**config.mk**
```make
export PLATFORM = sky130hd
export DESIGN_NAME = lsep_front
export DESIGN_NICKNAME = d
export VERILOG_FILES = /design/src/lsep_pkg.sv /design/src/lsep_front.sv
export SDC_FILE = /design/constraint.sdc
export NUM_CORES = 1
export LEC_CHECK = 0
export ABC_CLOCK_PERIOD_IN_PS = 5100
export BUFFER_PORTS_ARGS = -buffer_cell sky130_fd_sc_hd__buf_4
export CORE_ASPECT_RATIO = 0.6
export CORE_MARGIN = 1.5
export CORE_UTILIZATION = 40
export CTS_CLUSTER_DIAMETER = 120
export DETAILED_ROUTE_END_ITERATION = 8
export PLACE_DENSITY = 0.91
export SYNTH_ARGS = -nofsm -noshare
export SYNTH_HDL_FRONTEND = slang
export SYNTH_SLANG_ARGS = --single-unit
```
**constraint.sdc**
```tcl
create_clock -name clk -period 5.1 [get_ports clk]
set_input_delay 0 -clock clk [delete_from_list [all_inputs] [get_ports clk]]
set_output_delay 0 -clock clk [all_outputs]
set_load 0.005 [all_outputs]
```
**src/lsep_pkg.sv**
```systemverilog
package lsep_pkg;

	localparam int unsigned LED_COUNT = 64;
	localparam int unsigned DYN_RANGE = 256;
	localparam int unsigned SWEEP_HALF = LED_COUNT / 10;

	localparam int IndexW = 16;
	localparam int TimeW = 32;
	localparam int DimW = 9;
	localparam int ColorW = 8;
	localparam int RgbW = 3 * ColorW;
	localparam int PosW = 10;
	localparam int CfgIdxW = 3;
	localparam int CfgDataW = 32;

	localparam int DivSteps = TimeW + PosW;
	localparam int LimitW = DimW + IndexW;
	localparam int RegionW = IndexW + 3;
	localparam int SweepW = IndexW + 3;

	localparam int FifoDepth = 2;
	localparam int PtrW = $clog2(FifoDepth);
	localparam int CntW = $clog2(FifoDepth + 1);

	localparam logic [1:0] EFFECT_FIXED = 2'd0;
	localparam logic [1:0] EFFECT_RAINBOW = 2'd1;
	localparam logic [1:0] EFFECT_SWEEP = 2'd2;

	typedef enum logic [1:0] {
		MASK_GRADUAL,
		MASK_OUTSIDE_IN,
		MASK_INSIDE_OUT,
		MASK_LEFT_RIGHT
	} mask_mode_t;

	localparam logic [CfgIdxW-1:0] REG_EFFECT_SELECT = 3'd0;
	localparam logic [CfgIdxW-1:0] REG_MASK_MODE = 3'd1;
	localparam logic [CfgIdxW-1:0] REG_CYCLE_LENGTH = 3'd2;
	localparam logic [CfgIdxW-1:0] REG_EFFECT_BRIGHTNESS = 3'd3;
	localparam logic [CfgIdxW-1:0] REG_FIXED_RGB = 3'd4;
	localparam logic [CfgIdxW-1:0] REG_FIXED_BRIGHTNESS = 3'd5;
	localparam logic [CfgIdxW-1:0] REG_SWEEP_RGB = 3'd6;

	typedef struct packed {
		logic [IndexW-1:0] pixel_index;
		logic [TimeW-1:0]  time_now;
		logic [DimW-1:0]   dim_level;
	} pixel_t;

	typedef struct packed {
		logic [IndexW-1:0] led_index;
		logic [ColorW-1:0] red;
		logic [ColorW-1:0] green;
		logic [ColorW-1:0] blue;
		logic [ColorW-1:0] brightness;
	} result_t;

	typedef struct packed {
		logic [1:0]        effect_select;
		mask_mode_t        mask_mode;
		logic [TimeW-1:0]  cycle_length;
		logic [ColorW-1:0] effect_brightness;
		logic [RgbW-1:0]   fixed_rgb;
		logic [ColorW-1:0] fixed_brightness;
		logic [RgbW-1:0]   sweep_rgb;
	} cfg_t;

	typedef struct packed {
		pixel_t pixel;
		logic   lit;
	} entry_t;

	localparam cfg_t CFG_RESET = '{
		effect_select: EFFECT_FIXED,
		mask_mode: MASK_OUTSIDE_IN,
		cycle_length: 32'd10000,
		effect_brightness: 8'd255,
		fixed_rgb: 24'hFFFFFF,
		fixed_brightness: 8'd255,
		sweep_rgb: 24'hFF0000
	};

endpackage

```
**src/lsep_front.sv**
```systemverilog
module lsep_front (
	input  logic            clk,
	input  logic            arst_n,
	input  logic            start,
	input  lsep_pkg::pixel_t pixel,
	input  lsep_pkg::cfg_t  cfg,
	input  logic            fifo_full,
	output logic            busy,
	output logic            push,
	output lsep_pkg::entry_t entry
);
	import lsep_pkg::*;

	logic                      accept;
	logic                      lit;
	logic [LimitW-1:0]         limit;
	logic signed [RegionW-1:0] span;
	logic signed [RegionW-1:0] mag;
	logic signed [RegionW-1:0] region;
	logic                      valid_s1;
	entry_t                    entry_s1;

	assign busy = valid_s1 && fifo_full;
	assign push = valid_s1 && !fifo_full;
	assign accept = start && !busy;
	assign entry = entry_s1;

	always_comb begin
		limit = LimitW'((pixel.dim_level * LED_COUNT) / DYN_RANGE);
		span = $signed(RegionW'(LED_COUNT)) - $signed({2'b00, pixel.pixel_index, 1'b1});
		mag = (span < 0) ? -span : span;
		region = (cfg.mask_mode == MASK_OUTSIDE_IN) ?
			$signed(RegionW'(LED_COUNT)) - mag : mag;
		case (cfg.mask_mode)
			MASK_GRADUAL: lit = 1'b1;
			MASK_OUTSIDE_IN, MASK_INSIDE_OUT: lit = region < $signed({1'b0, limit});
			MASK_LEFT_RIGHT: lit = LimitW'(pixel.pixel_index) < limit;
			default: lit = 1'b1;
		endcase
	end

	always_ff @(posedge clk or negedge arst_n) begin
		if (!arst_n) begin
			valid_s1 <= 1'b0;
		end else if (accept) begin
			valid_s1 <= 1'b1;
		end else if (push) begin
			valid_s1 <= 1'b0;
		end
	end

	always_ff @(posedge clk) begin
		if (accept) begin
			entry_s1.pixel <= pixel;
			entry_s1.lit <= lit;
		end
	end

endmodule

```
Word level (Yosys, flattened, before mapping)
Index checks and enable logic that the tools add are counted.
{"block": "totals", "reg_bits": 59, "latchBits": 0, "ram_bits": 0, "romBits": 0, "in_bits": 161, "output_inout_bits": 60, "word_cells": 27, "mem_count": 0}
{"block": "op_classes", "n_addsub": 3, "multipliers": 0, "n_div": 0, "n_lt_le_gt_ge": 3, "n_eq_ne": 3, "n_shift": 0, "n_mux": 5, "bitwise": 0, "reduce_logical": 8}
{"op": "2-to-1 mux 19 bit", "count": 2}
{"op": "less-than comparator 19 x 8 -> 1 bit", "count": 1}
{"op": "negation 18 -> 19 bit", "count": 1}
{"op": "subtractor 8 x 19 -> 19 bit, first input constant", "count": 1}
{"op": "less-than comparator 18 x 1 -> 1 bit, second input constant", "count": 1}
{"op": "subtractor 7 x 17 -> 18 bit, first input constant", "count": 1}
{"op": "less-than comparator 16 x 7 -> 1 bit", "count": 1}
{"op": "equality test 2 bit, second input constant", "count": 2}
{"op": "logical AND 1 bit", "count": 3}
{"op": "case mux 1 bit (3 select lines)", "count": 1}
{"op": "equality test 2 x 1 -> 1 bit, second input constant", "count": 1}
{"op": "logical NOT 1 bit", "count": 2}
{"op": "logical NOT 2 bit", "count": 1}
{"op": "2-to-1 mux 1 bit", "count": 2}
{"op": "nonzero test 2 bit", "count": 1}
{"op": "OR reduction 2 bit", "count": 1}

Longest topological paths before layout
{"block": "depth", "word_depth": 7, "ltp_mapped": 15, "depth_no_buf": 14}

Worst setup path after synthesis
No wires, ideal clock.
{"block": "synth_timing", "path_kind": "reg-to-reg", "startpoint": "register valid_s1", "endpoint": "register entry_s1 (netlist bit entry[0]) (enable)", "setup_time_ns": 0.481, "arrival_time_ns": 3.130, "required_ns": 4.619, "slack_ns": 1.488, "stages_incl_launch_ff": 3, "n_path_buf": 0, "synth_period_minus_slack_ns": 3.612, "path_cell_list": "dfrtp_1 -> and2_1 -> nor2b_1"}
{"block": "synth_via", "elab_chain_len": 3}
{"item": "start: declaration", "line_no": "lsep_front.sv:20", "rtl": "logic valid_s1;"}
{"item": "start signal: assignment", "line_no": "lsep_front.sv:44", "rtl": "valid_s1 <= 1'b0;"}
{"item": "start signal: assignment", "line_no": "lsep_front.sv:46", "rtl": "valid_s1 <= 1'b1;"}
{"item": "start signal: assignment", "line_no": "lsep_front.sv:48", "rtl": "valid_s1 <= 1'b0;"}
{"item": "logical AND 1 bit", "line_no": "lsep_front.sv:23", "rtl": "assign busy = valid_s1 && fifo_full;"}
{"item": "via busy", "line_no": "lsep_front.sv:8", "rtl": "output logic busy,"}
{"item": "logical NOT 1 bit", "line_no": "lsep_front.sv:25", "rtl": "assign accept = start && !busy;"}
{"item": "logical AND 1 bit", "line_no": "lsep_front.sv:25"}
{"item": "via accept", "line_no": "lsep_front.sv:14", "rtl": "logic accept;"}
{"item": "end: declaration", "line_no": "lsep_front.sv:21", "rtl": "entry_t entry_s1;"}
The timed path passes the listed nets, and every way through them passes these cells.
A chain may end at the register's enable or synchronous reset.

Worst setup path after layout
{"block": "layout_timing", "startpoint": "input pixel[48] (netlist name)", "endpoint": "register entry_s1 (netlist bit entry[0]), data pin"}
{"block": "layout_via", "elab_chain_len": 7, "elab_cells_between_ends": 9, "classes_between": "add/sub (3); order compare (3); mux (3)"}
{"item": "start: declaration", "line_no": "lsep_front.sv:5", "rtl": "input lsep_pkg::pixel_t pixel,"}
{"item": "subtractor 7 x 17 -> 18 bit", "line_no": "lsep_front.sv:30", "rtl": "span = $signed(RegionW'(LED_COUNT)) - $signed({2'b00, pixel.pixel_index, 1'b1});"}
{"item": "negation 18 -> 19 bit / less-than comparator 18 x 1 -> 1 bit (equally long branches)", "line_no": "lsep_front.sv:31", "rtl": "mag = (span < 0) ? -span : span;"}
{"item": "2-to-1 mux 19 bit", "line_no": "lsep_front.sv:31"}
{"item": "subtractor 8 x 19 -> 19 bit", "line_no": "lsep_front.sv:33", "rtl": "$signed(RegionW'(LED_COUNT)) - mag : mag;"}
{"item": "2-to-1 mux 19 bit", "line_no": "lsep_front.sv:32", "rtl": "region = (cfg.mask_mode == MASK_OUTSIDE_IN) ?"}
{"item": "less-than comparator 19 x 8 -> 1 bit", "line_no": "lsep_front.sv:36", "rtl": "MASK_OUTSIDE_IN, MASK_INSIDE_OUT: lit = region < $signed({1'b0, limit});"}
{"item": "case mux 1 bit (3 select lines) *", "line_no": "lsep_front.sv:34", "rtl": "case (cfg.mask_mode)"}
{"item": "via lit", "line_no": "lsep_front.sv:15", "rtl": "logic lit;"}
The timed path passes the listed nets; every way through them passes the cells marked *.

==> Flow_metrics.wiki <==
{| class="wikitable"
! Metric !! Value
|-
| Worst flop-to-flop path startpoint || valid_s1
|-
| Primary FF master, synth || sky130_fd_sc_hd__edfxtp_1
|-
| Number of different library cells in the post-synthesis netlist || between 40 and 50
|-
| Vert. Die Dim || around 69 um
|-
| Final wirelength || approximately 12 mm
|-
| Starting density of the core || 0.423
|-
| Vias per cell || 5.95
|-
| Final weighted congestion in routability-driven placement || ~0.90
|-
| Area after DPL || between 3000 and 4000 um2
|-
| Horizontal die dimension || 113 um
|-
| CP Cell Sequence || dlygate4sd3_1, buf_4, inv_1, ha_1, nand2b_1, nor4_4, xnor2_1, xnor2_1, ha_1, o21ai_0, nand2b_1, a21oi_1, o21ai_0, a221oi_1, nand4_1, o31ai_1
|-
| Number of buffers added by the clock tree synthesis step || 9
|-
| Post-CTS resize count || 0
|-
| Largest cells by area after synthesis || sky130_fd_sc_hd__edfxtp_1 (60%), sky130_fd_sc_hd__ha_1 (7.8%), sky130_fd_sc_hd__xnor2_1 (2.4%), sky130_fd_sc_hd__inv_1 (1.9%), sky130_fd_sc_hd__nand2_1 (1.4%)
|-
| Register area share after synthesis || 0.610
|-
| Avg WL per Cell || roughly 25 um
|-
| Proportion of layout cells with a drive suffix above 1 || 0.373
|-
| Multiplexer fraction of the synthesized cell area || 0.0104
|-
| Final number of hold-violating endpoints || 0
|-
| Number of placement rows || 23
|-
| Clock latency at the later pin of the worst-skew pair || between 0.3 and 0.4 ns
|-
| Outcome || complete, no violations
|-
| Vias in the first global route || 3054
|-
| Endpoint class of the critical path || flop
|-
| Clk sink count || around 60
|-
| Static leakage power || approximately 0.0020 uW
|-
| Maximum number of pins on one net before global-route repair || 37
|-
| Ports || ~220
|-
| Number of I/O port buffers || ~120
|-
| Die area || slightly below 8000 um2
|-
| Arrival time reported for the critical path endpoint || 4.52 ns
|-
| Fraction of the core area covered by cells at the end of the flow || 0.704
|-
| Clock-pin slew reported for the worst setup and hold paths after clock tree synthesis || around 0.06 ns
|-
| Largest clock skew in the final design || around 0.0042 ns
|-
| Antenna violations before repair || 0
|-
| Total power draw || about 1500 uW
|-
| Period minus WS final || approximately 4.4 ns
|-
| CTS tree || built
|-
| Detailed-router iteration count before antenna repair || 9
|-
| Register bit count reported by yosys || just under 60
|-
| Core area || between 6000 and 7000 um2
|-
| Detailed placement HPWL || 5.86 mm
|-
| Overall global routing resource usage || 0.314
|-
| Type of the worst min-delay path || in -> async
|-
| Max-cap check violation count || 0
|-
| Root buffer selected by CTS || sky130_fd_sc_hd__clkbuf_16
|-
| Compound-cell area share of the yosys netlist || 0.0946
|-
| Count of flip-flops with a built-in enable after synthesis || 58
|-
| Finish-stage setup viols || 0
|-
| Final design instance area without fill || approximately 4800 um2
|-
| Post-Syn Nets || ~400
|-
| Setup TNS Final || 0 ns
|-
| Largest family of logic cells by synthesized area || simple AND/OR/NAND/NOR gates
|-
| H-tree depth reported by CTS || 3
|-
| Wire length of the first global-routing pass || 17.5 mm
|-
| RSZ-0062 raised after global routing || no
|-
| Area fraction of the dominant cell type after synthesis || 0.601
|-
| Post-route ant nets || 0
|-
| Peak ir drop on the vdd network || roughly 150 uV
|-
| Power density normalized to cell area || 309 nW/um2
|-
| CP max FO || 11
|-
| Share of the synthesized netlist area taken by xor and xnor gates || 0.0298
|-
| Net total in the final layout || around 580
|-
| Crit path from || pixel[48]
|-
| Slowest Stage Delay on Critical Path || around 0.55 ns
|-
| Required time of the critical path || approximately 5.3 ns
|-
| Total vias in the final route || 2953
|-
| Mean area per synthesized cell || about 14 um2
|-
| Area added between synthesis and finish || 66.4%
|-
| Worst rel slew slack || 0.530
|-
| Instance count of the mapped netlist || roughly 210
|-
| Residual DRC || 0
|-
| Combined area of all synthesized cells || between 2000 and 3000 um2
|-
| CP Launch Type || primary input
|-
| Fill cell total of the finished layout || 389
|-
| Share of the clock period used by the worst path after layout || 0.858
|-
| Slowest CP cell || sky130_fd_sc_hd__a221oi_1
|-
| Maximum number of buffers from clock root to sink || 2
|-
| Final slew viol count || 0
|-
| Warnings from Yosys || 0
|-
| Adder-Cell Fraction of Synth Area || 0.0778
|-
| Max Fclk || ~230 MHz
|-
| Transition time at the pin with the least slew margin || about 0.70 ns
|-
| Classification of the worst setup path || in -> reg
|-
| Simple-gate portion of the synthesized area || 0.146
|-
| Sum of overflow across all layers after global routing || 0
|-
| Fraction of registers with async set or reset after synthesis || 0.0169
|-
| Drt initial violations || about 550
|-
| Most area-hungry cell type in the Yosys netlist || sky130_fd_sc_hd__edfxtp_1
|}
[cells in the mapped netlist, types with 4 or more instances]
cell type                  number
sky130_fd_sc_hd__o21ai_0        5
sky130_fd_sc_hd__a21o_1         5
sky130_fd_sc_hd__nand4_1        4
sky130_fd_sc_hd__nor3_1         6
sky130_fd_sc_hd__xnor2_1        8
sky130_fd_sc_hd__nand2_1       11
sky130_fd_sc_hd__nor2_1         9
sky130_fd_sc_hd__nand3_1        5
sky130_fd_sc_hd__edfxtp_1      58
sky130_fd_sc_hd__nand2b_1       6
sky130_fd_sc_hd__o31ai_1        4
sky130_fd_sc_hd__inv_1         15
sky130_fd_sc_hd__a21oi_1        5
sky130_fd_sc_hd__ha_1          18
sky130_fd_sc_hd__nor2b_1        6
[kinds of logic (layout without fill, tap and decap cells)]
group	Yosys count	in the layout
other	0	2
AND/OR/NAND/NOR	68	68
XOR/XNOR	9	9
multiplexers	3	3
adder cells (fa/ha/maj)	18	18
AO/OA/AOI/OAI	37	37
buffers and inverters	20	213
flip-flops	59	59
[critical path: cells and delay by family]
| kind | cells | cell delay [ns] |
|---|---|---|
| AO/OA/AOI/OAI | 5 | 1.26 |
| adder cells (fa/ha/maj) | 2 | 0.59 |
| AND/OR/NAND/NOR | 4 | 1.26 |
| buffers and inverters | 3 | 0.83 |
| XOR/XNOR | 2 | 0.57 |
[layer usage]
layer,GRT usage,wire length (um),up-vias
li1,-,-,1193
met1,0.335,4060,1354
met2,0.544,5740,290
met3,0.101,1440,116
met4,0.238,973,0
met5,0.00667,0,-
[state kept, by name, summed over array words and instances, names as in the netlist]
name and cells:
entry 58, valid_s1 1
[path summary, 6_finish.rpt]
check | cells after the start | slack (ns) | end
max in group asynchronous | 2 | 5.01 | valid_s1
hold reg to reg | 2 | 0.79 | valid_s1
min in group clk | 3 | 0.16 | valid_s1
setup reg to reg | 3 | 3.03 | entry[52]
hold / removal | 2 | 0.007 | valid_s1
setup / recovery | 16 | 0.72 | entry[0]
[layout make-up]
cell class | instances | area (um2) | area share
antenna | 2 | 5.00 | 0.00104
sequential | 59 | 1770 | 0.366
inverter | 15 | 56.3 | 0.0117
tap | 87 | 109 | 0.0226
clock buffer | 9 | 225 | 0.0467
multi-input combinational | 135 | 1040 | 0.217
clock inverter | 7 | 100 | 0.0208
timing repair buffer | 182 | 1510 | 0.314
[layout by cell type, fill, tap and decap left out, types with 5 or more instances in the layout]
cell | Yosys | final
sky130_fd_sc_hd__nor2_1 | 9 | 9
sky130_fd_sc_hd__o21ai_0 | 5 | 5
sky130_fd_sc_hd__nand2_1 | 11 | 11
sky130_fd_sc_hd__buf_4 | 0 | 123
sky130_fd_sc_hd__nand3_1 | 5 | 5
sky130_fd_sc_hd__dlygate4sd3_1 | 0 | 59
sky130_fd_sc_hd__nor2b_1 | 6 | 5
sky130_fd_sc_hd__edfxtp_1 | 58 | 58
sky130_fd_sc_hd__nand2b_1 | 6 | 6
sky130_fd_sc_hd__clkbuf_16 | 0 | 9
sky130_fd_sc_hd__a21o_1 | 5 | 5
sky130_fd_sc_hd__ha_1 | 18 | 18
sky130_fd_sc_hd__xnor2_1 | 8 | 8
sky130_fd_sc_hd__nor3_1 | 6 | 6
sky130_fd_sc_hd__a21oi_1 | 5 | 5
sky130_fd_sc_hd__inv_1 | 15 | 15
[per-stage QoR]
stage	setup slack [ns]	std cells	hold WS, ns
after floorplan	1.49	214	-0.296
after global placement	1.91	419	-0.224
after detailed placement	1.81	419	-0.221
after CTS	1.53	494	0.00740
after global routing	0.571	494	0.0124
final	0.724	496	0.00683
[power breakdown]
| group | leakage, uW | total (uW) | switching [uW] | internal, uW |
|---|---|---|---|---|
| logic | 0.00130 | 239 | 116 | 123 |
| registers | 0.000563 | 577 | 11.2 | 566 |
| clock network | 0.000160 | 675 | 243 | 432 |
[repair_timing]
action	CTS	global route
hold endpoints to repair	59	0
setup buffers	0	0
endpoints found under the setup margin	0	0
hold buffers	59	0
(Power assumes the default switching activity.)
