`config.mk`:
```
export PLATFORM = sky130hd
export DESIGN_NAME = lsep_fifo
export DESIGN_NICKNAME = d
export VERILOG_FILES = /design/src/lsep_pkg.sv /design/src/lsep_fifo.sv
export SDC_FILE = /design/constraint.sdc
export NUM_CORES = 1
export LEC_CHECK = 0
export BUFFER_PORTS_ARGS = -buffer_cell sky130_fd_sc_hd__buf_2
export CAP_MARGIN = 20
export CORE_MARGIN = 10
export CORE_UTILIZATION = 55
export DETAILED_ROUTE_END_ITERATION = 8
export PLACE_DENSITY_LB_ADDON = 0.05
export SKIP_LAST_GASP = 1
export SYNTH_ARGS = -nofsm -noshare
export SYNTH_HDL_FRONTEND = slang
export SYNTH_SLANG_ARGS = --single-unit
```
`constraint.sdc`:
```
create_clock -name clk -period 10.2 [get_ports clk]
set_input_delay 2.04 -clock clk [delete_from_list [all_inputs] [get_ports clk]]
set_output_delay 2.04 -clock clk [all_outputs]
set_load 0.01 [all_outputs]
```
`src/lsep_pkg.sv`:
```
package lsep_pkg;

	localparam int unsigned LED_COUNT = 64;
	localparam int unsigned DYN_RANGE = 256;
	localparam int unsigned SWEEP_HALF = LED_COUNT / 10;

	localparam int IndexW = 16;
	localparam int TimeW = 32;
	localparam int DimW = 9;
	localparam int ColorW = 8;
	localparam int RgbW = 3 * ColorW;
	localparam int PosW = 10;
	localparam int CfgIdxW = 3;
	localparam int CfgDataW = 32;

	localparam int DivSteps = TimeW + PosW;
	localparam int LimitW = DimW + IndexW;
	localparam int RegionW = IndexW + 3;
	localparam int SweepW = IndexW + 3;

	localparam int FifoDepth = 2;
	localparam int PtrW = $clog2(FifoDepth);
	localparam int CntW = $clog2(FifoDepth + 1);

	localparam logic [1:0] EFFECT_FIXED = 2'd0;
	localparam logic [1:0] EFFECT_RAINBOW = 2'd1;
	localparam logic [1:0] EFFECT_SWEEP = 2'd2;

	typedef enum logic [1:0] {
		MASK_GRADUAL,
		MASK_OUTSIDE_IN,
		MASK_INSIDE_OUT,
		MASK_LEFT_RIGHT
	} mask_mode_t;

	localparam logic [CfgIdxW-1:0] REG_EFFECT_SELECT = 3'd0;
	localparam logic [CfgIdxW-1:0] REG_MASK_MODE = 3'd1;
	localparam logic [CfgIdxW-1:0] REG_CYCLE_LENGTH = 3'd2;
	localparam logic [CfgIdxW-1:0] REG_EFFECT_BRIGHTNESS = 3'd3;
	localparam logic [CfgIdxW-1:0] REG_FIXED_RGB = 3'd4;
	localparam logic [CfgIdxW-1:0] REG_FIXED_BRIGHTNESS = 3'd5;
	localparam logic [CfgIdxW-1:0] REG_SWEEP_RGB = 3'd6;

	typedef struct packed {
		logic [IndexW-1:0] pixel_index;
		logic [TimeW-1:0]  time_now;
		logic [DimW-1:0]   dim_level;
	} pixel_t;

	typedef struct packed {
		logic [IndexW-1:0] led_index;
		logic [ColorW-1:0] red;
		logic [ColorW-1:0] green;
		logic [ColorW-1:0] blue;
		logic [ColorW-1:0] brightness;
	} result_t;

	typedef struct packed {
		logic [1:0]        effect_select;
		mask_mode_t        mask_mode;
		logic [TimeW-1:0]  cycle_length;
		logic [ColorW-1:0] effect_brightness;
		logic [RgbW-1:0]   fixed_rgb;
		logic [ColorW-1:0] fixed_brightness;
		logic [RgbW-1:0]   sweep_rgb;
	} cfg_t;

	typedef struct packed {
		pixel_t pixel;
		logic   lit;
	} entry_t;

	localparam cfg_t CFG_RESET = '{
		effect_select: EFFECT_FIXED,
		mask_mode: MASK_OUTSIDE_IN,
		cycle_length: 32'd10000,
		effect_brightness: 8'd255,
		fixed_rgb: 24'hFFFFFF,
		fixed_brightness: 8'd255,
		sweep_rgb: 24'hFF0000
	};

endpackage

```
`src/lsep_fifo.sv`:
```
module lsep_fifo (
	input  logic             clk,
	input  logic             arst_n,
	input  logic             push,
	input  lsep_pkg::entry_t din,
	input  logic             pop,
	output lsep_pkg::entry_t dout,
	output logic             empty,
	output logic             full
);
	import lsep_pkg::*;

	entry_t          mem_q [FifoDepth];
	logic [PtrW-1:0] wr_ptr_q;
	logic [PtrW-1:0] rd_ptr_q;
	logic [CntW-1:0] count_q;
	logic            do_push;
	logic            do_pop;

	assign empty = (count_q == '0);
	assign full = (count_q == CntW'(FifoDepth));
	assign do_push = push && !full;
	assign do_pop = pop && !empty;
	assign dout = mem_q[rd_ptr_q];

	always_ff @(posedge clk or negedge arst_n) begin
		if (!arst_n) begin
			wr_ptr_q <= '0;
			rd_ptr_q <= '0;
			count_q <= '0;
		end else begin
			if (do_push) begin
				wr_ptr_q <= (wr_ptr_q == PtrW'(FifoDepth - 1)) ? '0 : wr_ptr_q + 1'b1;
			end
			if (do_pop) begin
				rd_ptr_q <= (rd_ptr_q == PtrW'(FifoDepth - 1)) ? '0 : rd_ptr_q + 1'b1;
			end
			case ({do_push, do_pop})
				2'b10: count_q <= count_q + 1'b1;
				2'b01: count_q <= count_q - 1'b1;
				default: count_q <= count_q;
			endcase
		end
	end

	always_ff @(posedge clk) begin
		if (do_push) begin
			mem_q[wr_ptr_q] <= din;
		end
	end

`ifndef SYNTHESIS
	a_no_overflow: assert property (@(posedge clk) disable iff (!arst_n)
		full |-> !push)
		else $error("Item pushed into a full queue.");
	a_count_range: assert property (@(posedge clk) disable iff (!arst_n)
		count_q <= CntW'(FifoDepth))
		else $error("Queue fill count out of range.");
	a_push_lands: assert property (@(posedge clk) disable iff (!arst_n)
		(do_push && !do_pop) |=> !empty)
		else $error("Pushed item missing from the queue.");
`endif

endmodule

```
# == Word level (Yosys, flattened, before mapping) ==
# Memory sizes are Yosys's and may differ from the RTL's.
# Index checks and enable logic that the tools add are counted.
# classes
addsub,4
eq_ne,3
mux,5
reduce_logical,6
# op_table
operator,count
$eq 2x2->1 const B,2
$mux 1,4
$pmux 2 s2,1
$add 1x1->1 const B,2
$add 2x1->2 const B,1
$eq 2x1->1 const B,1
$logic_and 1x1->1,2
$logic_not 1->1,2
$logic_not 2->1,1
$reduce_bool 2->1,1
$sub 2x1->2 const B,1
# word_totals
reg_bits,4
mem_bits_rw,116
output_inout_bits,60
n_memories,1
# memory_table
memory,words,word_bits,read_ports,rd_ports_with_merged_regs,write_ports,line,rtl
mem_q,2,58,1,0,1,lsep_fifo.sv:13,entry_t mem_q [FifoDepth];

# == Logic depth before layout (Yosys ltp) ==
# Gate-level depths: netlist (run 1).
# depth
ltp_word,5
ltp_mapped,6
depth_no_buf,6

# == Worst setup path before layout (run 1) ==
# OpenSTA, ideal clock, no wires.
# synth_timing
kind,input-to-reg
startpoint,input push
endpoint,memory mem_q[0][0] in the netlist's numbering (enable)
arrival_ns,4.562
t_required_ns,9.726
path_slack_ns,5.164
path_stages,2
path_cell_list,nand2_1 -> nor2_1
# synth_between
elab_chain_cells,3
# synth_rtl
element,line,rtl
from (decl),lsep_fifo.sv:4,"input logic push,"
$logic_and 1x1->1,lsep_fifo.sv:22,assign do_push = push && !full;
$mux 1,lsep_fifo.sv:47,if (do_push) begin
$mux 1 (not written as such),lsep_fifo.sv:48,mem_q[wr_ptr_q] <= din;
to (decl),lsep_fifo.sv:13,
# Every way passes these cells.

==> results.py, run 1 <==
metrics = {
    "route": {
        "routed_wl_um": 8390,
        "vias": 2249,
        "antenna_left": 0,
        "drt-vias-per-instance": 5.00,
        "drc": 0,
        "drt-initial-drc-count": 108,
        "drtPass1Iterations": 4,
        "wire_per_inst_um": 18.6,
    },
    "power": {
        "power.total_uw": 1820,
        "intPower_uw": 1340,
        "pwr_density_cell_mw_per_mm2": 315,
        "switching_share_pct": 26.6,
        "leakagePower_uw": 0.00225,
        "switchingPower_uw": 485,
        "irDropWorstVdd_mv": 0.219,
        "p_clk_share_pct": 35.4,
        "p_comb_share_pct": 24.7,
        "sequentialPowerShare_pct": 39.9,
    },
    "floorplan": {
        "core_region_area_mm2": 0.00777,
        "die_w_um": 110,
        "io_pins": 122,
        "die_h_um": 110,
        "row_count": 32,
        "die-area_mm2": 0.0120,
        "floorplan.initialDensity_pct": 57.0,
    },
    "synth": {
        "syn_area_mm2": 0.00443,
        "syn_avg_cell_area_um2": 22.2,
        "ys_ff_latch": 120,
        "synth_fp_nets": 262,
        "netlist_instances": 199,
        "synth.distinct_cells": 16,
        "ys_seq_area_share_pct": 81.0,
        "yosysWarnings": 0,
    },
    "clock_network": {
        "clkSinkCount": 120,
        "clk_path_buf_depth": 2,
        "cts-root-buf": "clkbuf_8",
        "clk-insertion-delay-late_ps": 510,
        "cts-hold-fix-buffers": 0,
        "cts_setup_buffers": 0,
        "path_clk_slew_ps": 50,
        "cts_resized": 0,
        "htree_levels": 4,
        "cts_tree": "built",
        "cts_inserted_buffers": 17,
    },
    "worst_setup_path": {
        "cpPeakStageDelay_ps": 770,
        "crit_required_ps": 8160,
        "reg2reg_setup_slack_ps": 7940,
        "critPathBufInv": 2,
        "regToRegEndpoint": "mem_q[0][39]",
        "reg2regPathDepth": 4,
        "cpLargestDelayFamily": "flip-flops",
        "r2r_start": "count_q[0]",
        "critPathSlowestCell": "dfrtp_2",
        "cp.arrival_ps": 2370,
        "crit_path_end_kind": "output port",
        "cp_cell_sequence": "buf_4, mux2_2, buf_2",
        "crit_fanout": 32,
        "crit_type": "flop to output port",
        "cp-start-kind": "flop",
    },
    "sta": {
        "hold_viol": 0,
        "tns_ps": 0,
        "worst_pin_slew_ps": 846,
        "rsz0062_at_grt": "no",
        "relSlewSlack_pct": 43.5,
        "finalMaxSlewViolations": 0,
        "fin_crit_ps": 4410,
        "fmax_mhz": 227,
        "setup_viol": 0,
        "fin_crit_sh_pct": 43.3,
        "finClkSkew_ps": 9.33,
    },
    "global_routing": {
        "grt_pass1_vias": 2526,
        "grt_use_total_pct": 14.4,
        "grt_pass1_wl_um": 12600,
        "grt_overflow": 0,
        "antenna_found_initial": 1,
        "grt_max_degree": 47,
    },
    "place": {
        "io_buffers": 121,
        "placed_area_mm2": 0.00513,
        "place_congestion": 0.735,
        "dp_hpwl_um": 5770,
    },
    "layout": {
        "final_cell_mix": "buf_2, edfxtp_1, mux2_2",
        "final_nets": 398,
        "final_common_cell": "buf_2",
        "layout-drive-gt1-share_pct": 61.5,
        "fin_area_mm2": 0.00578,
        "n_antenna_cell": 0,
        "syn_to_final_growth_pct": 30.6,
    },
    "run_status": {
        "status": "finished clean",
    },
    "min_path": {
        "min_from": "count_q[1]",
        "hold_path.class": "flop to flop",
        "worst_hold_path.endpoint": "count_q[1]",
        "holdPathStages": 1,
    },
    "flow_run": {
        "maxCapViolations": 0,
    },
}
[through the flow]
step	std cells	worst slack (ps)	util, %	hold WS [ps]
floorplan	199	5160	-	461
global route	450	5630	74.4	541
detailed placement	418	6260	66.1	507
CTS	450	5710	74.4	523
finish	450	5790	74.4	515
global placement	418	6270	66.1	501
[per-layer routing]
metal,GRT usage [%],vias up,routed length (um)
met5,0,-,7
met4,5.02,2,42
met2,23.8,82,4360
met1,15.4,1095,3180
li1,-,1063,-
met3,7.90,7,789
[worst max path at each step]
stage / end / from / depth (start not counted)
6_report: dout[49] / rd_ptr_q / 3
5_1_grt: dout[15] / rd_ptr_q / 3
4_1_cts: dout[49] / rd_ptr_q / 3
3_5_place_dp: dout[49] / rd_ptr_q / 3
3_3_place_gp: dout[49] / rd_ptr_q / 3
2_1_floorplan: mem_q[0][0] / push / 2
[layout make-up]
type	instances	area, um2
flip-flops and latches	120	3580
fillers	500	1990
multi-input cells	71	790
repair buffers	124	628
clock buffers	19	422
clock inverters	13	226
well taps	102	128
inverters	1	3.75
[flip-flops by register name, indices dropped and copies added, names as in the netlist]
name	flops
count_q	2
mem_q	116
rd_ptr_q	1
wr_ptr_q	1
[cells by family after synthesis]
logic type	count (synthesis)	share of synthesized area (%)
fa+ha+maj	1	0.283
simple gates	7	0.764
mux	58	15.6
xor+xnor	5	0.990
buf+inv	8	1.39
flops	120	81.0
[Yosys cell counts]
cell	count	area [um2]
edfxtp_1	116	3480
nand2_1	1	3.75
xor2_1	2	17.5
buf_2	4	20.0
xnor2_1	3	26.3
mux2_2	48	541
ha_1	1	12.5
nor2b_1	1	6.26
nand2b_1	1	6.26
buf_8	1	15.0
nor2_1	3	11.3
buf_6	2	22.5
mux2_4	10	150
dfrtp_1	4	100
inv_1	1	3.75
and3_1	1	6.26
[power groups by stage]
stage                     clock [uW]  combinational [uW]  sequential, uW
final                            645                 451             727
after global routing             673                 493             741
after CTS                        652                 466             729
after detailed placement           0                 464             738
after global placement             0                 458             733
after floorplan                    0                 324             712
Note: power is estimated with default switching activity, not from simulation.
==> run 2: changes to the inputs <==
--- a/config.mk
+++ b/config.mk
@@ -8,7 +8,7 @@
 export BUFFER_PORTS_ARGS = -buffer_cell sky130_fd_sc_hd__buf_2
 export CAP_MARGIN = 20
 export CORE_MARGIN = 10
-export CORE_UTILIZATION = 55
+export CORE_UTILIZATION = 52
 export DETAILED_ROUTE_END_ITERATION = 8
 export PLACE_DENSITY_LB_ADDON = 0.05
 export SKIP_LAST_GASP = 1
==> constraint.sdc (replaced) <==
create_clock -name clk -period 4.15 [get_ports clk]
set_input_delay 0.83 -clock clk [delete_from_list [all_inputs] [get_ports clk]]
set_output_delay 0.83 -clock clk [all_outputs]
set_load 0.01 [all_outputs]
==> run 2 against run 1 <==
Via count up 1.5%. Die area rose by 4.7%. Register-to-register slack worse by 5900 ps. First-iteration DRC count shrank 51%. Final cell count rose by 1.1%. Utilization shrank 5.5 points. Combinational power grew to 2.5 times the previous value. Routed wire length rose by 3.2%. Sequential power up 150%. Hold slack got worse by 380 ps. Total power grew 130%. Critical endpoint is now dout[36]. Largest power group unchanged. Highest routed layer unchanged.
==> results.py, run 2 (synthesis gave the netlist of run 1 again) <==
metrics = {
    "route": {
        "drt-initial-drc-count": 53,
        "drc": 0,
        "drtPass1Iterations": 4,
        "vias": 2283,
        "drt-vias-per-instance": 5.02,
        "routed_wl_um": 8650,
        "wire_per_inst_um": 19.0,
        "antenna_left": 0,
    },
    "layout": {
        "finalCoreUtilization_pct": 68.9,
        "syn_to_final_growth_pct": 28.6,
        "final_cell_mix": "buf_2, edfxtp_1, mux2_2",
        "layout-drive-gt1-share_pct": 61.3,
        "final_common_cell": "buf_2",
        "largest_register_ffs": 116,
        "regMostFlops": "mem_q",
        "final_nets": 401,
        "nFillCells": 590,
        "reg_top3": "mem_q (116), count_q (2)",
    },
    "sta": {
        "fmax_mhz": 326,
        "fin_crit_sh_pct": 74.0,
        "setup_viol": 0,
        "rsz0062_at_grt": "no",
        "worst_pin_slew_ps": 787,
        "finalMaxSlewViolations": 0,
        "fin_crit_ps": 3070,
        "hold_viol": 0,
        "relSlewSlack_pct": 47.4,
        "finClkSkew_ps": 5.10,
        "tns_ps": 0,
    },
    "global_routing": {
        "grt_use_total_pct": 13.9,
        "antenna_found_initial": 4,
        "grt_pass1_vias": 2506,
        "grt_pass1_wl_um": 13400,
        "grt_overflow": 0,
        "grt_max_degree": 30,
    },
    "power": {
        "leakagePower_uw": 0.00221,
        "intPower_uw": 3040,
        "irDropWorstVdd_mv": 0.399,
        "switching_share_pct": 27.9,
        "p_clk_share_pct": 30.6,
        "pwr_density_cell_mw_per_mm2": 741,
        "p_comb_share_pct": 27.0,
        "switchingPower_uw": 1180,
        "power.total_uw": 4220,
        "sequentialPowerShare_pct": 42.4,
    },
    "floorplan": {
        "die_h_um": 112,
        "row_count": 33,
        "floorplan.initialDensity_pct": 53.6,
        "die_w_um": 112,
        "die-area_mm2": 0.0126,
        "io_pins": 122,
        "core_region_area_mm2": 0.00826,
    },
    "clock_network": {
        "htree_levels": 4,
        "cts_resized": 0,
        "clkSinkCount": 120,
        "cts_inserted_buffers": 17,
        "cts_setup_buffers": 0,
        "cts_tree": "built",
        "cts-hold-fix-buffers": 0,
        "path_clk_slew_ps": 50,
        "clk_path_buf_depth": 2,
        "clk-insertion-delay-late_ps": 500,
        "cts-root-buf": "clkbuf_8",
    },
    "place": {
        "place_congestion": 0.707,
        "dp_hpwl_um": 6100,
        "io_buffers": 121,
    },
    "worst_setup_path": {
        "r2r_start": "count_q[0]",
        "critical_path.startpoint": "rd_ptr_q",
        "cp-start-kind": "flop",
        "crit_required_ps": 3320,
        "crit_path_end_kind": "output port",
        "cp.arrival_ps": 2240,
        "reg2regPathDepth": 4,
        "crit_fanout": 29,
        "reg2reg_setup_slack_ps": 2090,
        "regToRegEndpoint": "mem_q[0][25]",
        "crit_type": "flop to output port",
    },
    "min_path": {
        "hold_path.class": "primary input to asynchronous set/reset pin",
    },
    "run_status": {
        "status": "finished clean",
    },
    "flow_run": {
        "maxCapViolations": 0,
    },
}
## run 2: changes by cell type in the layout (fill, tap and decap cells not counted), sizes merged
| cell | previous run | this run |
|---|---|---|
| clkbuf | 19 | 18 |
| bufinv | 6 | 2 |
| clkinv | 5 | 8 |
| buf | 124 | 127 |
| diode | 0 | 1 |
## run 2: routing by layer
metal | track usage, % | vias up | part of all wire, %
met5 | 0 | - | 0.24
met4 | 5.58 | 4 | 1.4
met3 | 7.35 | 19 | 9.0
met2 | 22.8 | 86 | 51
met1 | 14.7 | 1109 | 39
li1 | - | 1065 | -
## run 2: through the flow
stage	hold slack, ps	setup slack [ps]	area (um2)	cells
final	131	1080	5690	455
after global routing	112	975	5690	454
after CTS	110	1020	5690	454
after detailed placement	504	1570	5160	424
after global placement	481	1560	5160	424
after floorplan	461	324	4430	199
## run 2: worst max-delay path, stage by stage (launching register included)
cell and delay [ps]:
dfrtp_2 810, buf_4 390, mux2_2 380, buf_2 150
## run 2: final cells by class
cell class / count / area [um2] / share of cell area [%]
well taps: 105 / 131 / 2.31
flip-flops and latches: 120 / 3580 / 63.0
repair buffers: 127 / 651 / 11.4
inverters: 1 / 3.75 / 0.0659
clock inverters: 12 / 111 / 1.96
clock buffers: 18 / 418 / 7.34
multi-input cells: 71 / 790 / 13.9
diodes: 1 / 2.50 / 0.0440
## run 2: power groups by stage
stage / clock network, uW / logic (uW) / registers [uW]
2_1_floorplan: 0 / 797 / 1750
3_3_place_gp: 0 / 1160 / 1800
3_5_place_dp: 0 / 1160 / 1810
4_1_cts: 1310 / 1170 / 1790
5_1_grt: 1370 / 1240 / 1820
6_report: 1290 / 1140 / 1790
## run 2: worst max-delay path by stage
stage	endpoint	slack (ps)
5_1_grt	dout[36]	970
2_1_floorplan	mem_q[0][0]	320
3_3_place_gp	dout[36]	1560
3_5_place_dp	dout[36]	1570
6_report	dout[36]	1080
4_1_cts	dout[36]	1020
==> run 3: changes to the inputs <==
--- a/config.mk
+++ b/config.mk
@@ -5,6 +5,7 @@
 export SDC_FILE = /design/constraint.sdc
 export NUM_CORES = 1
 export LEC_CHECK = 0
+export ABC_AREA = 1
 export BUFFER_PORTS_ARGS = -buffer_cell sky130_fd_sc_hd__buf_2
 export CAP_MARGIN = 20
 export CORE_MARGIN = 10
==> constraint.sdc (replaced) <==
create_clock -name clk -period 2.9 [get_ports clk]
set_input_delay 0.58 -clock clk [delete_from_list [all_inputs] [get_ports clk]]
set_output_delay 0.58 -clock clk [all_outputs]
set_load 0.01 [all_outputs]
==> run 3 against run 2 <==
Clock skew about the same. Die area up 0.56%. First-iteration DRC count rose by 140%. Total power rose by 51%. Routed wire length up 5.3%. Utilization grew 1.1 points. Clock power is 58% higher. Global-route usage increased by 1.1 points. Final cell count grew 29%. Area after synthesis rose by 0.68%. Critical path type unchanged. Critical endpoint is now dout[54].
==> results.py, run 3 <==
metrics = {
    "sta": {
        "relSlewSlack_pct": 58.4,
        "hold_viol": 0,
        "finClkSkew_ps": 5.01,
        "fin_ws_ps": 447,
        "fin_crit_sh_pct": 84.6,
        "worst_pin_slew_ps": 623,
        "finalMaxSlewViolations": 0,
        "fin_crit_ps": 2450,
        "hold_ws_ps": 271,
        "tns_ps": 0,
        "fmax_mhz": 408,
        "setup_viol": 0,
        "rsz0062_at_grt": "no",
    },
    "layout": {
        "reg_top3": "mem_q (116), count_q (2)",
        "regArea_mm2": 0.00358,
        "finalCoreUtilization_pct": 70.1,
        "nFillCells": 606,
        "largest_register_ffs": 116,
        "multi_input_area_um2": 753,
        "n_antenna_cell": 0,
        "final_common_cell": "nand2_1",
        "regMostFlops": "mem_q",
        "final_cell_mix": "nand2_1, buf_2, edfxtp_1",
        "fin_area_mm2": 0.00579,
        "syn_to_final_growth_pct": 29.9,
        "layout-drive-gt1-share_pct": 33.5,
        "final_nets": 533,
    },
    "clock_network": {
        "cts_tree": "built",
        "clkSinkCount": 120,
        "cts-root-buf": "clkbuf_8",
        "htree_levels": 4,
        "cts_resized": 0,
        "cts-hold-fix-buffers": 1,
        "cts_setup_buffers": 0,
        "clk_path_buf_depth": 2,
        "clk-insertion-delay-late_ps": 490,
        "path_clk_slew_ps": 60,
        "cts_inserted_buffers": 17,
    },
    "power": {
        "irDropWorstVdd_mv": 0.563,
        "pwr_density_cell_mw_per_mm2": 1100,
        "leakagePower_uw": 0.00255,
    },
    "worst_setup_path": {
        "cp.arrival_ps": 1870,
        "crit_fanout": 30,
        "cp_cell_sequence": "inv_2, buf_12, nand2_1, nand2_1, buf_2",
        "cp-start-kind": "flop",
        "critPathSlowestCell": "inv_2",
        "cp_common_cell": "nand2_1",
        "crit_path_end_kind": "output port",
        "crit_required_ps": 2320,
        "crit_type": "flop to output port",
        "cpPeakStageDelay_ps": 430,
        "reg2reg_setup_slack_ps": 1190,
    },
    "floorplan": {
        "floorplan.initialDensity_pct": 54.0,
        "die_h_um": 113,
        "die_w_um": 113,
        "core_region_area_mm2": 0.00826,
        "io_pins": 122,
        "die-area_mm2": 0.0127,
        "row_count": 33,
    },
    "synth": {
        "yosys.area.top_type": "edfxtp_1",
        "ys_top_cells_by_count": "nand2_1, edfxtp_1, inv_1",
        "syn_area_mm2": 0.00446,
        "synth_edf_count": 116,
        "ys_seq_area_share_pct": 80.4,
        "yosysWarnings": 0,
        "yosysMostFrequentCell": "nand2_1",
        "synth.distinct_cells": 14,
        "synth_top_flop_cell": "edfxtp_1",
        "netlist.area_leader.share_pct": 78.2,
        "syn_avg_cell_area_um2": 13.3,
        "synth_fp_nets": 399,
        "ys_top_cells_by_area": "edfxtp_1, nand2_1, dfrtp_1",
        "ys_ff_latch": 120,
        "netlist_instances": 336,
        "synthArstFlopShare_pct": 3.33,
    },
    "place": {
        "dp_hpwl_um": 6070,
        "place_ws_ps": 947,
        "io_buffers": 121,
        "place_congestion": 0.724,
        "placed_area_mm2": 0.00518,
    },
    "run_status": {
        "status": "finished clean",
    },
    "global_routing": {
        "grt_max_degree": 60,
        "grt_pass1_wl_um": 14900,
        "grt_pass1_vias": 2947,
        "grt_use_total_pct": 15.0,
        "grt_overflow": 0,
        "antenna_found_initial": 0,
    },
    "route": {
        "wire_per_inst_um": 15.5,
        "vias": 2816,
        "drc": 0,
        "drt-initial-drc-count": 125,
        "drt-vias-per-instance": 4.79,
        "drtPass1Iterations": 4,
        "antenna_left": 0,
        "routed_wl_um": 9110,
    },
    "min_path": {
        "hold_path.class": "primary input to flop",
    },
    "flow_run": {
        "maxCapViolations": 0,
    },
}
-- run 3: metal layers --
metal	share of wire [%]	global-route usage, %	up-vias
met2	49	23.9	107
met5	0	0	-
met1	40	17.1	1299
met4	1.5	6.35	0
met3	8.9	6.92	11
li1	-	-	1399
-- run 3: path summary, 6_finish.rpt --
path,start,to,depth (start not counted)
min in group asynchronous,arst_n,count_q[0],2
setup / recovery,rd_ptr_q,dout[54],5
max in group asynchronous,arst_n,rd_ptr_q,2
hold reg to reg,count_q[1],count_q[1],2
hold / removal,din[30],mem_q[1][30],1
setup reg to reg,count_q[1],mem_q[0][21],6
-- run 3: cell families after synthesis --
kind of cell	synth area share, %
AND/OR/NAND/NOR	16.1
flip-flops	80.4
buffers and inverters	2.84
AO/OA/AOI/OAI	0.112
XOR/XNOR	0.197
adder cells (fa/ha/maj)	0.281
-- run 3: worst max-delay path: cells and delay by family (launching register included) --
| kind | cells | cell delay (ps) |
|---|---|---|
| buf+inv | 3 | 830 |
| flops | 1 | 400 |
| simple gates | 2 | 150 |
-- run 3: through the flow --
step	total power, uW	std cells
after global placement	4360	555
after CTS	6440	588
after floorplan	3620	336
final	6350	588
after global routing	6770	588
after detailed placement	4390	555
-- run 3: layout make-up --
class	count	area share, %
Sequential cell	120	62.0
Inverter	10	0.649
Clock buffer	18	7.22
Clock inverter	14	3.03
Timing Repair Buffer	128	11.9
Tap cell	105	2.27
Multi-Input combinational cell	193	13.0
-- run 3: report_power, final --
group	internal (uW)	switching [uW]	total (uW)	leakage (uW)
sequential	2370	92.9	2460	0.00113
clock	1310	728	2040	0.000282
combinational	615	1230	1840	0.00114
